==> src/design/sc2a_pkg.sv <==
// Shared types, constants and keymap tables for the scancode-to-ASCII queue.
package sc2a_pkg;

	localparam int QUEUE_DEPTH = 64;
	localparam int PTR_W       = $clog2(QUEUE_DEPTH);
	localparam int CHAR_W      = 7;

	localparam logic       MODE_SCAN  = 1'b0;
	localparam logic       MODE_READ  = 1'b1;

	localparam logic [6:0] KEY_LSHIFT = 7'h2A;
	localparam logic [6:0] KEY_RSHIFT = 7'h36;
	localparam logic [6:0] KEY_CAPS   = 7'h3A;
	localparam logic [7:0] KEY_BREAK  = 8'h80;

	typedef logic [PTR_W-1:0]  ptr_t;
	typedef logic [CHAR_W-1:0] char_t;

	typedef struct packed {
		logic       mode;
		logic [7:0] scan_code;
	} cmd_t;

	typedef struct packed {
		char_t char_out;
		logic  char_valid;
		logic  queue_nonempty;
		logic  overflow_drop;
	} rsp_t;

	// Queue memory access issued by the control unit.
	typedef struct packed {
		logic  we;
		ptr_t  waddr;
		char_t wdata;
		logic  re;
		ptr_t  raddr;
	} ram_cmd_t;

	// Result flags that travel alongside the memory read.
	typedef struct packed {
		logic hit;
		logic nonempty;
		logic drop;
	} meta_t;

	function automatic ptr_t ptr_next(ptr_t p);
		ptr_t r;
		if (p == PTR_W'(QUEUE_DEPTH - 1)) begin
			r = '0;
		end else begin
			r = p + PTR_W'(1);
		end
		return r;
	endfunction

	function automatic char_t plain_char(logic [6:0] code);
		char_t c;
		unique case (code)
			7'd2:  c = 7'h31;
			7'd3:  c = 7'h32;
			7'd4:  c = 7'h33;
			7'd5:  c = 7'h34;
			7'd6:  c = 7'h35;
			7'd7:  c = 7'h36;
			7'd8:  c = 7'h37;
			7'd9:  c = 7'h38;
			7'd10: c = 7'h39;
			7'd11: c = 7'h30;
			7'd12: c = 7'h2D;
			7'd13: c = 7'h3D;
			7'd14: c = 7'h08;
			7'd15: c = 7'h09;
			7'd16: c = 7'h71;
			7'd17: c = 7'h77;
			7'd18: c = 7'h65;
			7'd19: c = 7'h72;
			7'd20: c = 7'h74;
			7'd21: c = 7'h79;
			7'd22: c = 7'h75;
			7'd23: c = 7'h69;
			7'd24: c = 7'h6F;
			7'd25: c = 7'h70;
			7'd26: c = 7'h5B;
			7'd27: c = 7'h5D;
			7'd28: c = 7'h0A;
			7'd30: c = 7'h61;
			7'd31: c = 7'h73;
			7'd32: c = 7'h64;
			7'd33: c = 7'h66;
			7'd34: c = 7'h67;
			7'd35: c = 7'h68;
			7'd36: c = 7'h6A;
			7'd37: c = 7'h6B;
			7'd38: c = 7'h6C;
			7'd39: c = 7'h3B;
			7'd40: c = 7'h27;
			7'd41: c = 7'h60;
			7'd43: c = 7'h5C;
			7'd44: c = 7'h7A;
			7'd45: c = 7'h78;
			7'd46: c = 7'h63;
			7'd47: c = 7'h76;
			7'd48: c = 7'h62;
			7'd49: c = 7'h6E;
			7'd50: c = 7'h6D;
			7'd51: c = 7'h2C;
			7'd52: c = 7'h2E;
			7'd53: c = 7'h2F;
			7'd55: c = 7'h2A;
			7'd57: c = 7'h20;
			default: c = '0;
		endcase
		return c;
	endfunction

	function automatic char_t upper_char(logic [6:0] code);
		char_t c;
		unique case (code)
			7'd2:  c = 7'h21;
			7'd3:  c = 7'h40;
			7'd4:  c = 7'h23;
			7'd5:  c = 7'h24;
			7'd6:  c = 7'h25;
			7'd7:  c = 7'h5E;
			7'd8:  c = 7'h26;
			7'd9:  c = 7'h2A;
			7'd10: c = 7'h28;
			7'd11: c = 7'h29;
			7'd12: c = 7'h5F;
			7'd13: c = 7'h2B;
			7'd14: c = 7'h08;
			7'd15: c = 7'h09;
			7'd16: c = 7'h51;
			7'd17: c = 7'h57;
			7'd18: c = 7'h45;
			7'd19: c = 7'h52;
			7'd20: c = 7'h54;
			7'd21: c = 7'h59;
			7'd22: c = 7'h55;
			7'd23: c = 7'h49;
			7'd24: c = 7'h4F;
			7'd25: c = 7'h50;
			7'd26: c = 7'h7B;
			7'd27: c = 7'h7D;
			7'd28: c = 7'h0A;
			7'd30: c = 7'h41;
			7'd31: c = 7'h53;
			7'd32: c = 7'h44;
			7'd33: c = 7'h46;
			7'd34: c = 7'h47;
			7'd35: c = 7'h48;
			7'd36: c = 7'h4A;
			7'd37: c = 7'h4B;
			7'd38: c = 7'h4C;
			7'd39: c = 7'h3A;
			7'd40: c = 7'h22;
			7'd41: c = 7'h7E;
			7'd43: c = 7'h7C;
			7'd44: c = 7'h5A;
			7'd45: c = 7'h58;
			7'd46: c = 7'h43;
			7'd47: c = 7'h56;
			7'd48: c = 7'h42;
			7'd49: c = 7'h4E;
			7'd50: c = 7'h4D;
			7'd51: c = 7'h3C;
			7'd52: c = 7'h3E;
			7'd53: c = 7'h3F;
			7'd55: c = 7'h2A;
			7'd57: c = 7'h20;
			default: c = '0;
		endcase
		return c;
	endfunction

endpackage

==> src/design/sc2a_ram.sv <==
// Generic single-port-write, single-port-read RAM with registered read data.
module sc2a_ram #(
	parameter int WIDTH = 8,
	parameter int DEPTH = 64
) (
	input  logic                     clk,
	input  logic                     we,
	input  logic [$clog2(DEPTH)-1:0] waddr,
	input  logic [WIDTH-1:0]         wdata,
	input  logic                     re,
	input  logic [$clog2(DEPTH)-1:0] raddr,
	output logic [WIDTH-1:0]         rdata
);

	logic [WIDTH-1:0] mem_q [DEPTH];

	always_ff @(posedge clk) begin
		if (we) begin
			mem_q[waddr] <= wdata;
		end
		if (re) begin
			rdata <= mem_q[raddr];
		end
	end

endmodule

==> src/design/sc2a_ctrl.sv <==
// Keyboard modifier state, keymap lookup and queue pointer control.
module sc2a_ctrl (
	input  logic              clk,
	input  logic              arst_n,
	input  logic              go,
	input  sc2a_pkg::cmd_t    cmd,
	output sc2a_pkg::ram_cmd_t ram_cmd,
	output sc2a_pkg::meta_t   meta
);
	import sc2a_pkg::*;

	logic  shift_q, caps_q;
	ptr_t  wptr_q, rptr_q;

	logic  shift_d, caps_d;
	ptr_t  wptr_d, rptr_d;
	ptr_t  wnext;
	logic  release_code, upper;
	char_t plain_c, upper_c, ch;

	assign release_code = |(cmd.scan_code & KEY_BREAK);
	assign upper        = shift_q ^ caps_q;
	assign plain_c      = plain_char(cmd.scan_code[6:0]);
	assign upper_c      = upper_char(cmd.scan_code[6:0]);
	assign ch           = (upper && upper_c != '0) ? upper_c : plain_c;
	assign wnext        = ptr_next(wptr_q);

	always_comb begin
		shift_d       = shift_q;
		caps_d        = caps_q;
		wptr_d        = wptr_q;
		rptr_d        = rptr_q;
		ram_cmd.we    = 1'b0;
		ram_cmd.waddr = wptr_q;
		ram_cmd.wdata = ch;
		ram_cmd.re    = 1'b0;
		ram_cmd.raddr = rptr_q;
		meta.hit      = 1'b0;
		meta.drop     = 1'b0;
		if (go) begin
			if (cmd.mode == MODE_READ) begin
				if (wptr_q != rptr_q) begin
					ram_cmd.re = 1'b1;
					meta.hit   = 1'b1;
					rptr_d     = ptr_next(rptr_q);
				end
			end else if (release_code) begin
				if (cmd.scan_code[6:0] == KEY_LSHIFT || cmd.scan_code[6:0] == KEY_RSHIFT) begin
					shift_d = 1'b0;
				end
			end else if (cmd.scan_code[6:0] == KEY_LSHIFT ||
			             cmd.scan_code[6:0] == KEY_RSHIFT) begin
				shift_d = 1'b1;
			end else if (cmd.scan_code[6:0] == KEY_CAPS) begin
				caps_d = ~caps_q;
			end else if (ch != '0) begin
				// keep one slot free; drop when full
				if (wnext != rptr_q) begin
					ram_cmd.we = 1'b1;
					wptr_d     = wnext;
				end else begin
					meta.drop = 1'b1;
				end
			end
		end
		meta.nonempty = (wptr_d != rptr_d);
	end

	always_ff @(posedge clk or negedge arst_n) begin
		if (!arst_n) begin
			shift_q <= 1'b0;
			caps_q  <= 1'b0;
			wptr_q  <= '0;
			rptr_q  <= '0;
		end else begin
			shift_q <= shift_d;
			caps_q  <= caps_d;
			wptr_q  <= wptr_d;
			rptr_q  <= rptr_d;
		end
	end

endmodule

==> src/design/scancode_to_ascii_queue_top.sv <==
// Top level: set 1 scancode decoder feeding a character queue in RAM.
// Pipeline: a result word passes through the queue RAM read stage, then the
// output register.
// Throughput: one command per cycle while the output is not stalled; the output register lets a new command
// enter while an earlier result is stalled.
// Reset: modifier flags and queue pointers clear; queue RAM contents are not cleared.
module scancode_to_ascii_queue_top (
	input  logic           clk,
	input  logic           arst_n,
	input  logic           cmd_valid,
	output logic           cmd_stall,
	input  sc2a_pkg::cmd_t cmd,
	output logic           rsp_valid,
	input  logic           rsp_stall,
	output sc2a_pkg::rsp_t rsp
);
	import sc2a_pkg::*;

	ram_cmd_t ram_cmd;
	meta_t    meta;
	char_t    rdata;
	logic     go;
	logic     out_free;
	logic     valid_s1;
	meta_t    meta_s1;
	logic     rsp_valid_q;
	rsp_t     rsp_q;

	assign out_free  = !rsp_valid_q || !rsp_stall;
	assign cmd_stall = valid_s1 && !out_free;
	assign go        = cmd_valid && !cmd_stall;

	sc2a_ctrl u_ctrl (
		.clk     (clk),
		.arst_n  (arst_n),
		.go      (go),
		.cmd     (cmd),
		.ram_cmd (ram_cmd),
		.meta    (meta)
	);

	sc2a_ram #(
		.WIDTH (CHAR_W),
		.DEPTH (QUEUE_DEPTH)
	) u_ram (
		.clk   (clk),
		.we    (ram_cmd.we),
		.waddr (ram_cmd.waddr),
		.wdata (ram_cmd.wdata),
		.re    (ram_cmd.re),
		.raddr (ram_cmd.raddr),
		.rdata (rdata)
	);

	always_ff @(posedge clk or negedge arst_n) begin
		if (!arst_n) begin
			valid_s1    <= 1'b0;
			rsp_valid_q <= 1'b0;
		end else begin
			// advance s1 whenever output can take it
			if (go) begin
				valid_s1 <= 1'b1;
			end else if (out_free) begin
				valid_s1 <= 1'b0;
			end
			if (out_free) begin
				rsp_valid_q <= valid_s1;
			end
		end
	end

	always_ff @(posedge clk) begin
		if (go) begin
			meta_s1 <= meta;
		end
		if (valid_s1 && out_free) begin
			rsp_q.char_out       <= meta_s1.hit ? rdata : '0;
			rsp_q.char_valid     <= meta_s1.hit;
			rsp_q.queue_nonempty <= meta_s1.nonempty;
			rsp_q.overflow_drop  <= meta_s1.drop;
		end
	end

	assign rsp_valid = rsp_valid_q;
	assign rsp       = rsp_q;

`ifndef ASSERT_OFF
	a_no_rw_same_cycle: assert property (@(posedge clk) disable iff (!arst_n)
		!(ram_cmd.we && ram_cmd.re))
		else $error("queue RAM read and write issued together");

	a_popped_char_nonzero: assert property (@(posedge clk) disable iff (!arst_n)
		rsp_valid && rsp.char_valid |-> rsp.char_out != '0)
		else $error("popped character is zero");

	a_pop_not_drop: assert property (@(posedge clk) disable iff (!arst_n)
		rsp_valid |-> !(rsp.char_valid && rsp.overflow_drop))
		else $error("pop and overflow drop in one word");

	a_hit_nonempty_read: assert property (@(posedge clk) disable iff (!arst_n)
		go && cmd.mode == MODE_READ && !ram_cmd.re |=> valid_s1 && !meta_s1.nonempty)
		else $error("empty read left a nonempty queue");
`endif

endmodule

==> config.mk <==
export PLATFORM = sky130hd
export DESIGN_NAME = scancode_to_ascii_queue_top
export DESIGN_NICKNAME = d
export VERILOG_FILES = /design/src/design/sc2a_pkg.sv /design/src/design/sc2a_ram.sv /design/src/design/sc2a_ctrl.sv /design/src/design/scancode_to_ascii_queue_top.sv
export SDC_FILE = /design/constraint.sdc
export NUM_CORES = 1
export LEC_CHECK = 0
export BUFFER_PORTS_ARGS = -buffer_cell sky130_fd_sc_hd__buf_2
export CORE_UTILIZATION = 40
export CTS_BUF_LIST = sky130_fd_sc_hd__clkbuf_16
export DETAILED_ROUTE_END_ITERATION = 7
export GPL_TIMING_DRIVEN = 0
export PLACE_DENSITY = 0.58
export SLEW_MARGIN = 40
export SYNTH_ARGS = -nofsm -noshare
export SYNTH_HDL_FRONTEND = slang
export SYNTH_SLANG_ARGS = --single-unit
==> constraint.sdc <==
create_clock -name clk -period 5.4 [get_ports clk]
set_input_delay 0.27 -clock clk [delete_from_list [all_inputs] [get_ports clk]]
set_output_delay 0.27 -clock clk [all_outputs]
set_load 0.005 [all_outputs]
==> impl_metrics.json, run 1 <==
{
  "grt_max_degree": 41,
  "drt-pass1-iter-count": 7,
  "yosys-top-cells-area": "edfxtp_1 68%, mux4_2 14%, dfrtp_1 1.9%, nor2_1 1.5%, mux2i_1 1.4%",
  "synthArstFlopShare": 0.0331,
  "wl_per_cell_um": 25.6,
  "crit_path_end_kind": "register",
  "synthTopCellsByCount": "468 x edfxtp_1, 126 x mux4_2, 84 x nor2_1",
  "synth.net_count": 1180,
  "rows": 83,
  "dpl.hpwl_um": 34800,
  "hold-worst-slack_ns": 0.0660,
  "fmax_mhz": 225,
  "timing.slew.headroom": 0.451,
  "synthToLayoutAreaGrowth_pct": 14.8,
  "crit_required_ns": 5.59,
  "cp.buffers_inverters": 3,
  "hold_violations": 0,
  "cts_setup_buffers": 0,
  "startpoint_type": "primary input",
  "start_util": 0.405,
  "cap_viol_max_count": 0,
  "slowest_delay_ns": 0.85,
  "critPathSlowestCell": "nor2_1",
  "fill_cells": 4396,
  "syn_area_um2": 20800,
  "grt_pass1_vias": 11400,
  "cts_tree": "yes",
  "p_leak_uw": 0.00774,
  "slew_violations": 0,
  "nNetsFinal": 1284,
  "yosysSeqAreaShare": 0.696,
  "synth_top_area_frac": 0.677,
  "die_x_um": 230,
  "drc": 0,
  "viasPerCell": 5.71,
  "cts_max_path_buffers": 3,
  "cp.arrival_ns": 4.64,
  "ant_nets": 0,
  "post_cts_resize_count": 0,
  "crit_path_cell_trace": "buf_2 -> buf_2 -> inv_1 -> ha_1 -> nand2b_1 -> a21oi_1 -> nor2_1 -> o311ai_1 -> nand3_1 -> a311o_2 -> a21oi_4 -> nand3_1 -> nor2_1",
  "hp-class": "in2reg",
  "postSynthCellCount": 1153,
  "fin_crit_sh": 0.824,
  "track_usage": 0.194,
  "grt_pass1_wl_um": 75600,
  "holdBufCountCts": 4,
  "antenna_found_initial": 0,
  "clk_pin_slew_ns": 0.06,
  "cts_made_buffers": 47,
  "synth_seq_cells": 484,
  "dieArea_um2": 52800,
  "cts_root_buffer": "clkbuf_16",
  "yosys_warnings": 0,
  "pin_count": 25,
  "design_area_um2": 23800,
  "place_congestion": 0.872,
  "overflow": 0,
  "placed_cell_area_um2": 22300,
  "io_buffers": 23,
  "finalSetupViolations": 0,
  "synth_largest_area_cell": "edfxtp_1",
  "power_density_nw_per_um2": 452,
  "first_iter_violations": 974,
  "yosysMostFrequentCell": "edfxtp_1",
  "grt_setup_unrepaired": "false",
  "fin_util": 0.465,
  "ys.flop_type": "edfxtp_1",
  "drt_wl_total_um": 50500,
  "tightest_slew_ns": 0.824,
  "post_synth_num_cell_types": 79,
  "htree_levels": 2,
  "outcome": "complete, no violations",
  "n_antenna_cell": 0,
  "die_h_um": 230,
  "crit_type": "in2reg",
  "period_needed_ns": 4.45,
  "path_delay_family": "simple AND/OR/NAND/NOR gates",
  "coreArea_um2": 51300,
  "synth_edf_count": 468,
  "worstPathMaxFanout": 10,
  "num_vias": 11300,
  "drive_gt1_frac": 0.260,
  "power_uw": 10800,
  "fin_skew_ns": 0.0196,
  "avgSynthCellArea_um2": 18.0,
  "cts_sinks": 484,
  "worstSkewPairLatency_ns": 0.57,
  "peakVddDrop_mv": 0.227
}
stage by stage:
stage,std cells,TNS [ns],setup slack [ns]
2_1_floorplan,1153,0,0.197
3_3_place_gp,1856,-963.11,-3.42
3_5_place_dp,1884,0,0.414
4_1_cts,1972,0,0.987
5_1_grt,1972,0,0.792
6_report,1972,0,0.952
flip-flops by register name, indices dropped and copies added (netlist names):
name and cells:
u_ctrl.caps_q 1, u_ctrl.shift_q 1, u_ram.rdata 7, rsp_valid 1
u_ctrl.rptr_q 6, rsp 10, u_ram.mem_q 448, meta_s1 3
valid_s1 1, u_ctrl.wptr_q 6
final timing paths:
check / startpoint / end / slack, ns / depth (start not counted)
setup / recovery: cmd[1] / u_ram.mem_q[5][6] / 0.95 / 13
hold / removal: cmd[8] / meta_s1[2] / 0.07 / 3
setup reg to reg: u_ctrl.wptr_q[1] / u_ram.mem_q[5][6] / 1.02 / 9
hold reg to reg: meta_s1[1] / rsp[1] / 0.43 / 0
max in group asynchronous: arst_n / u_ctrl.wptr_q[0] / 4.94 / 2
min in group asynchronous: arst_n / u_ctrl.rptr_q[3] / 0.16 / 2
cells by family after synthesis:
group	count (synthesis)	synth area share
flip-flops	484	0.696
AND/OR/NAND/NOR	239	0.0595
multiplexers	167	0.157
AO/OA/AOI/OAI	150	0.0508
buffers and inverters	81	0.0193
XOR/XNOR	18	0.00904
adder cells (fa/ha/maj)	14	0.00843
where the power goes:
part	total, uW	switching [uW]	internal (uW)
Combinational	3180	1810	1370
Clock	3270	1390	1880
Sequential	4330	43.1	4290
Total	10800	3240	7550
layout make-up:
type,count,area (um^2),area share
clock inverters,35,299,0.0125
clock buffers,49,1230,0.0514
multi-input cells,588,6080,0.255
repair buffers,55,513,0.0215
flip-flops and latches,484,14500,0.606
well taps,680,851,0.0357
plain buffers,66,363,0.0152
inverters,15,56.3,0.00236
cell usage in the layout, fill, tap and decap left out, drive strengths merged, types with 6 or more instances in the layout:
cell type  count
mux2i         30
o211ai         6
nand2b        19
nand3         13
a211oi         8
nor4           9
a31oi          7
a22oi         11
inv           22
nand2         40
a221oi         8
a21boi         6
dfrtp         16
a21o           7
o21ai         36
nor2b         14
nor3          12
and2          12
edfxtp       468
buf           93
nand3b         6
xnor2          9
ha            14
nor2          87
mux2          11
clkinv        20
mux4         126
clkbuf        73
a21oi         27
xor2           7
worst reg2reg max path: stages, from the launching register on:
cell and delay [ns]:
dfrtp_1 0.34, buf_2 0.20, nand3_1 0.54, or2_2 0.54
o21ai_0 0.11, xor2_1 0.25, o21ai_1 0.28, a21oi_4 0.29
nand3_1 0.62, nor2_1 0.86
layer usage:
layer | up-vias | GRT usage | share of wire
met5 | - | 0 | 0
met4 | 0 | 0.0474 | 0.019
met3 | 65 | 0.0223 | 0.053
met2 | 354 | 0.324 | 0.50
met1 | 5948 | 0.272 | 0.43
li1 | 4895 | - | -
No activity file was read; power rests on OpenSTA's default activity.
==> run 2: changes to the inputs <==
==> constraint.sdc (replaced) <==
create_clock -name clk -period 4.5 [get_ports clk]
set_input_delay 0.225 -clock clk [delete_from_list [all_inputs] [get_ports clk]]
set_output_delay 0.225 -clock clk [all_outputs]
set_load 0.005 [all_outputs]
==> run 2 against run 1 <==
Net effect: the flow now finishes with violations (negative setup slack); sequential power rose by 20%; critical path type unchanged; count of clock-buffer cells in the layout did not move; total power rose by 19%; sequential cell count is the same; worst hold slack lost 0.057 ns; sequential share of layout area is essentially flat; via count rose by 0.20%; routed wire length is 1.7% higher.
==> impl_metrics.json, run 2 (synthesized netlist as in run 1, its figures left out) <==
{
  "hp-class": "in2reg",
  "outcome": "finished, violations left",
  "fin_skew_ns": 0.0163,
  "grt_pass1_vias": 11300,
  "largest_reg_flops": 448,
  "die_x_um": 230,
  "cts_root_buffer": "clkbuf_16",
  "final_cell_mix": "468 x edfxtp_1, 126 x mux4_2, 59 x nor2_1, 56 x buf_2, 49 x clkbuf_16",
  "critPathSlowestCell": "nor2_1",
  "p_leak_uw": 0.00775,
  "power_uw": 12900,
  "hold-worst-slack_ns": 0.00875,
  "rows": 83,
  "cp.buffers_inverters": 3,
  "synthToLayoutAreaGrowth_pct": 14.8,
  "fin_setup_tns_ns": -7.78,
  "path_delay_family": "simple AND/OR/NAND/NOR gates",
  "start_util": 0.405,
  "fin_crit_sh": 1.03,
  "layout.cells.most_common": "edfxtp_1",
  "n_antenna_cell": 0,
  "cap_viol_max_count": 0,
  "cp.arrival_ns": 4.82,
  "fmax_mhz": 216,
  "worstPathMaxFanout": 10,
  "num_vias": 11300,
  "fill_cells": 4353,
  "design_area_um2": 23900,
  "dieArea_um2": 52800,
  "dpl.hpwl_um": 35400,
  "place_congestion": 0.873,
  "ant_nets": 0,
  "crit_path_cell_trace": "buf_2 -> buf_2 -> inv_1 -> ha_1 -> mux2i_1 -> o221a_1 -> a311oi_1 -> a2bb2oi_1 -> and4_4 -> o32a_2 -> a21oi_4 -> nand3_1 -> nor2_1",
  "placed_cell_area_um2": 22300,
  "fin_util": 0.465,
  "track_usage": 0.197,
  "finalSetupViolations": 91,
  "worstSkewPairLatency_ns": 0.57,
  "hold_violations": 0,
  "startpoint_type": "primary input",
  "clk_pin_slew_ns": 0.06,
  "wl_per_cell_um": 26.1,
  "coreArea_um2": 51300,
  "drt-pass1-iter-count": 5,
  "cts_made_buffers": 47,
  "timing.slew.headroom": 0.367,
  "drt_wl_total_um": 51400,
  "crit_type": "in2reg",
  "peakVddDrop_mv": 0.268,
  "top_register": "u_ram.mem_q",
  "slew_violations": 0,
  "worst_slack_ns": -0.125,
  "htree_levels": 2,
  "cts_max_path_buffers": 3,
  "violations": "negative setup slack",
  "crit_required_ns": 4.70,
  "nNetsFinal": 1284,
  "pin_count": 25,
  "cts_tree": "yes",
  "io_buffers": 23,
  "viasPerCell": 5.72,
  "grt_max_degree": 45,
  "slowest_delay_ns": 0.86,
  "cts_sinks": 484,
  "drive_gt1_frac": 0.274,
  "first_iter_violations": 934,
  "die_h_um": 230,
  "grt_setup_unrepaired": "true",
  "period_needed_ns": 4.63,
  "antenna_found_initial": 0,
  "grt_pass1_wl_um": 76700,
  "crit_path_end_kind": "register",
  "overflow": 0,
  "power_density_nw_per_um2": 539,
  "tightest_slew_ns": 0.946,
  "cp_common_cell": "buf_2",
  "drc": 0
}
run 2: layout make-up:
type / instances / area (um^2) / share of cell area
well taps: 680 / 851 / 0.0357
clock inverters: 35 / 270 / 0.0113
plain buffers: 66 / 362 / 0.0152
inverters: 15 / 56.3 / 0.00236
clock buffers: 49 / 1230 / 0.0514
flip-flops and latches: 484 / 14500 / 0.606
multi-input cells: 588 / 6140 / 0.257
repair buffers: 55 / 493 / 0.0207
run 2: repair_timing:
action	CTS	global route
setup endpoints to repair	0	199
hold endpoints to repair	19	0
hold buffers	4	0
setup buffers	0	0
resized for setup	0	22
run 2: worst paths after layout:
| check | end | from | cells after the start | slack, ns |
|---|---|---|---|---|
| hold / removal | meta_s1[2] | cmd[8] | 3 | 0.009 |
| max in group asynchronous | u_ctrl.wptr_q[1] | arst_n | 2 | 4.07 |
| min in group asynchronous | u_ctrl.wptr_q[4] | arst_n | 2 | 0.13 |
| setup reg to reg | u_ram.mem_q[5][6] | u_ctrl.wptr_q[1] | 9 | 0.02 |
| setup / recovery | u_ram.mem_q[5][6] | cmd[0] | 13 | -0.13 |
| hold reg to reg | rsp[0] | meta_s1[0] | 0 | 0.42 |
run 2: tightest hold or removal path, cell delays in order:
cell	delay, ns
buf_2	0.11
o31ai_1	0.08
inv_1	0.05
run 2: metrics by stage:
stage | std cells | worst slack, ns
global placement | 1856 | -4.35
finish | 1972 | -0.125
global route | 1972 | -0.168
floorplan | 1153 | 0.125
detailed placement | 1884 | -0.530
CTS | 1972 | 0.0363
run 2: per-layer routing:
metal	vias to the layer above	wire length (um)	track usage
met1	5940	22800	0.281
met2	365	24800	0.319
met4	0	1170	0.0532
met3	73	2650	0.0242
li1	4907	-	-
met5	-	0	0
run 2: power breakdown:
part | switching, uW | total [uW] | internal (uW)
sequential | 52.8 | 5200 | 5150
clock | 1640 | 3840 | 2200
combinational | 2170 | 3820 | 1650
==> run 3: changes to the inputs <==
--- a/config.mk
+++ b/config.mk
@@ -10,7 +10,6 @@
 export CTS_BUF_LIST = sky130_fd_sc_hd__clkbuf_16
 export DETAILED_ROUTE_END_ITERATION = 7
 export GPL_TIMING_DRIVEN = 0
-export PLACE_DENSITY = 0.58
 export SLEW_MARGIN = 40
 export SYNTH_ARGS = -nofsm -noshare
 export SYNTH_HDL_FRONTEND = slang
==> run 3 against run 2 <==
Net effect: the flow now finishes without violations; register-to-register slack is essentially flat; sequential share of layout area shrank 0.14 points; final cell count grew 0.30%; critical path depth is the same; count of clock-buffer cells in the layout grew 1; total power is essentially flat.
==> impl_metrics.json, run 3 (synthesized netlist as in run 1, its figures left out) <==
{
  "outcome": "complete, no violations",
  "die_x_um": 230,
  "cap_viol_max_count": 0,
  "period_needed_ns": 4.48,
  "dpl.hpwl_um": 35500,
  "placed_cell_area_um2": 22200,
  "grt_pass1_vias": 11600,
  "crit_required_ns": 4.72,
  "overflow": 0,
  "fill_cells": 4383,
  "p_leak_uw": 0.00780,
  "cts_sinks": 484,
  "crit_type": "in2reg",
  "track_usage": 0.201,
  "drc": 0,
  "synthToLayoutAreaGrowth_pct": 15.1,
  "antenna_found_initial": 0,
  "htree_levels": 2,
  "cts_root_buffer": "clkbuf_16",
  "worstPathMaxFanout": 10,
  "pin_count": 25,
  "crit_path_end_kind": "register",
  "layout.cells.most_common": "edfxtp_1",
  "r2r_start": "u_ctrl.wptr_q[1]",
  "finalSetupViolations": 0,
  "dieArea_um2": 52800,
  "drt_wl_total_um": 51600,
  "die_h_um": 230,
  "cp.arrival_ns": 4.70,
  "hold_violations": 0,
  "fmax_mhz": 223,
  "cts_tree": "yes",
  "drt-pass1-iter-count": 5,
  "grt_max_degree": 41,
  "tightest_slew_ns": 0.882,
  "largest_reg_flops": 448,
  "reg2reg_to": "u_ram.mem_q[48][5]",
  "grt_setup_unrepaired": "true",
  "coreArea_um2": 51300,
  "clk_pin_slew_ns": 0.06,
  "top_register": "u_ram.mem_q",
  "ant_nets": 0,
  "first_iter_violations": 1098,
  "timing.slew.headroom": 0.403,
  "crit_path_cell_trace": "buf_2 -> buf_2 -> inv_1 -> ha_1 -> nand2b_1 -> a21oi_1 -> nor2_1 -> o311ai_1 -> nand3_1 -> a311o_2 -> a21oi_4 -> nand3_1 -> nor2_1",
  "start_util": 0.405,
  "nNetsFinal": 1285,
  "hold_path.startpoint": "cmd[8]",
  "grt_pass1_wl_um": 78000,
  "num_vias": 11200,
  "fin_skew_ns": 0.0271,
  "startpoint_type": "primary input",
  "rows": 83,
  "whs_path_depth": 3,
  "hold_path_end": "meta_s1[2]",
  "place_congestion": 0.882,
  "peakVddDrop_mv": 0.309,
  "slew_violations": 0,
  "fin_crit_sh": 0.995,
  "viasPerCell": 5.67,
  "cts_made_buffers": 49,
  "cts_max_path_buffers": 3,
  "dpl.cell_count": 1882,
  "worstSkewPairLatency_ns": 0.60,
  "hp-class": "in2reg",
  "stdcell_count": 1978,
  "design_area_um2": 23900,
  "io_buffers": 23,
  "wl_per_cell_um": 26.1,
  "n_antenna_cell": 0,
  "critPathSlowestCell": "nor2_1",
  "reg2reg_setup_slack_ns": 0.03,
  "power_density_nw_per_um2": 538,
  "slowest_delay_ns": 0.82,
  "reg2reg_depth": 11,
  "final_cell_mix": "468 x edfxtp_1, 126 x mux4_2, 57 x nor2_1, 54 x buf_2, 50 x clkbuf_16",
  "drive_gt1_frac": 0.277
}
## run 3: cell types whose count changed in the layout (fill, tap and decap cells not counted), moves of 2 or more
cell      previous run  this run
buf_2               56        54
clkinv_2             8        13
clkinv_1            12         9
nor2_1              59        57
inv_1               24        29
## run 3: final cells by class
type | instances | area [um^2] | share of cell area
inverters | 15 | 56.3 | 0.00236
plain buffers | 66 | 360 | 0.0151
clock inverters | 41 | 269 | 0.0113
well taps | 680 | 851 | 0.0356
flip-flops and latches | 484 | 14500 | 0.605
clock buffers | 50 | 1250 | 0.0523
repair buffers | 54 | 505 | 0.0211
multi-input cells | 588 | 6160 | 0.258
## run 3: critical path: cells and delay by family
family / cells / cell delay, ns
AOI/OAI and AO/OA: 4 / 1.67
buffers and inverters: 3 / 0.57
and+or+nand+nor: 5 / 1.87
adders and majority gates: 1 / 0.35
## run 3: per-layer routing
metal  vias up  global-route usage  wire length, um
met2       332               0.333            25600
met3        84              0.0286             2610
met1      5911               0.273            22000
li1       4895                   -                -
met5         -                   0                0
met4         0              0.0685             1410
## run 3: repair_timing
| item | CTS | global route |
|---|---|---|
| setup endpoints to repair | 0 | 336 |
| gates resized for setup | 0 | 28 |
| setup buffers | 0 | 0 |
| hold endpoints to repair | 20 | 0 |
| hold buffers | 5 | 0 |
## run 3: how the worst max path moves through the flow
stage                     slack (ns)        startpoint            endpoint
after CTS                       0.07  u_ctrl.wptr_q[1]  u_ram.mem_q[41][1]
after detailed placement       -0.46            cmd[0]  u_ram.mem_q[41][1]
after global routing           -0.22  u_ctrl.wptr_q[1]  u_ram.mem_q[17][4]
after floorplan                 0.13            cmd[0]   u_ram.mem_q[0][3]
after global placement         -4.36            cmd[0]  u_ram.mem_q[16][3]
final                           0.02            cmd[0]  u_ram.mem_q[28][2]
## run 3: report_power, final
part / total [uW] / internal, uW / switching (uW)
clock: 3870 / 2180 / 1690
combinational: 3780 / 1640 / 2140
sequential: 5210 / 5150 / 56.4
total: 12900 / 8980 / 3880
## run 3: stage by stage
step	setup slack (ns)	TNS, ns	total power (uW)	hold WS (ns)	util
2_1_floorplan	0.125	0	7850	-0.0706	-
3_5_place_dp	-0.462	-127.48	9100	0.199	0.434
5_1_grt	-0.215	-25.94	13400	0.0293	0.466
6_report	0.0217	0	12900	0.0150	0.466
3_3_place_gp	-4.36	-988.59	9010	0.192	0.424
4_1_cts	0.0655	0	12900	0.00319	0.464
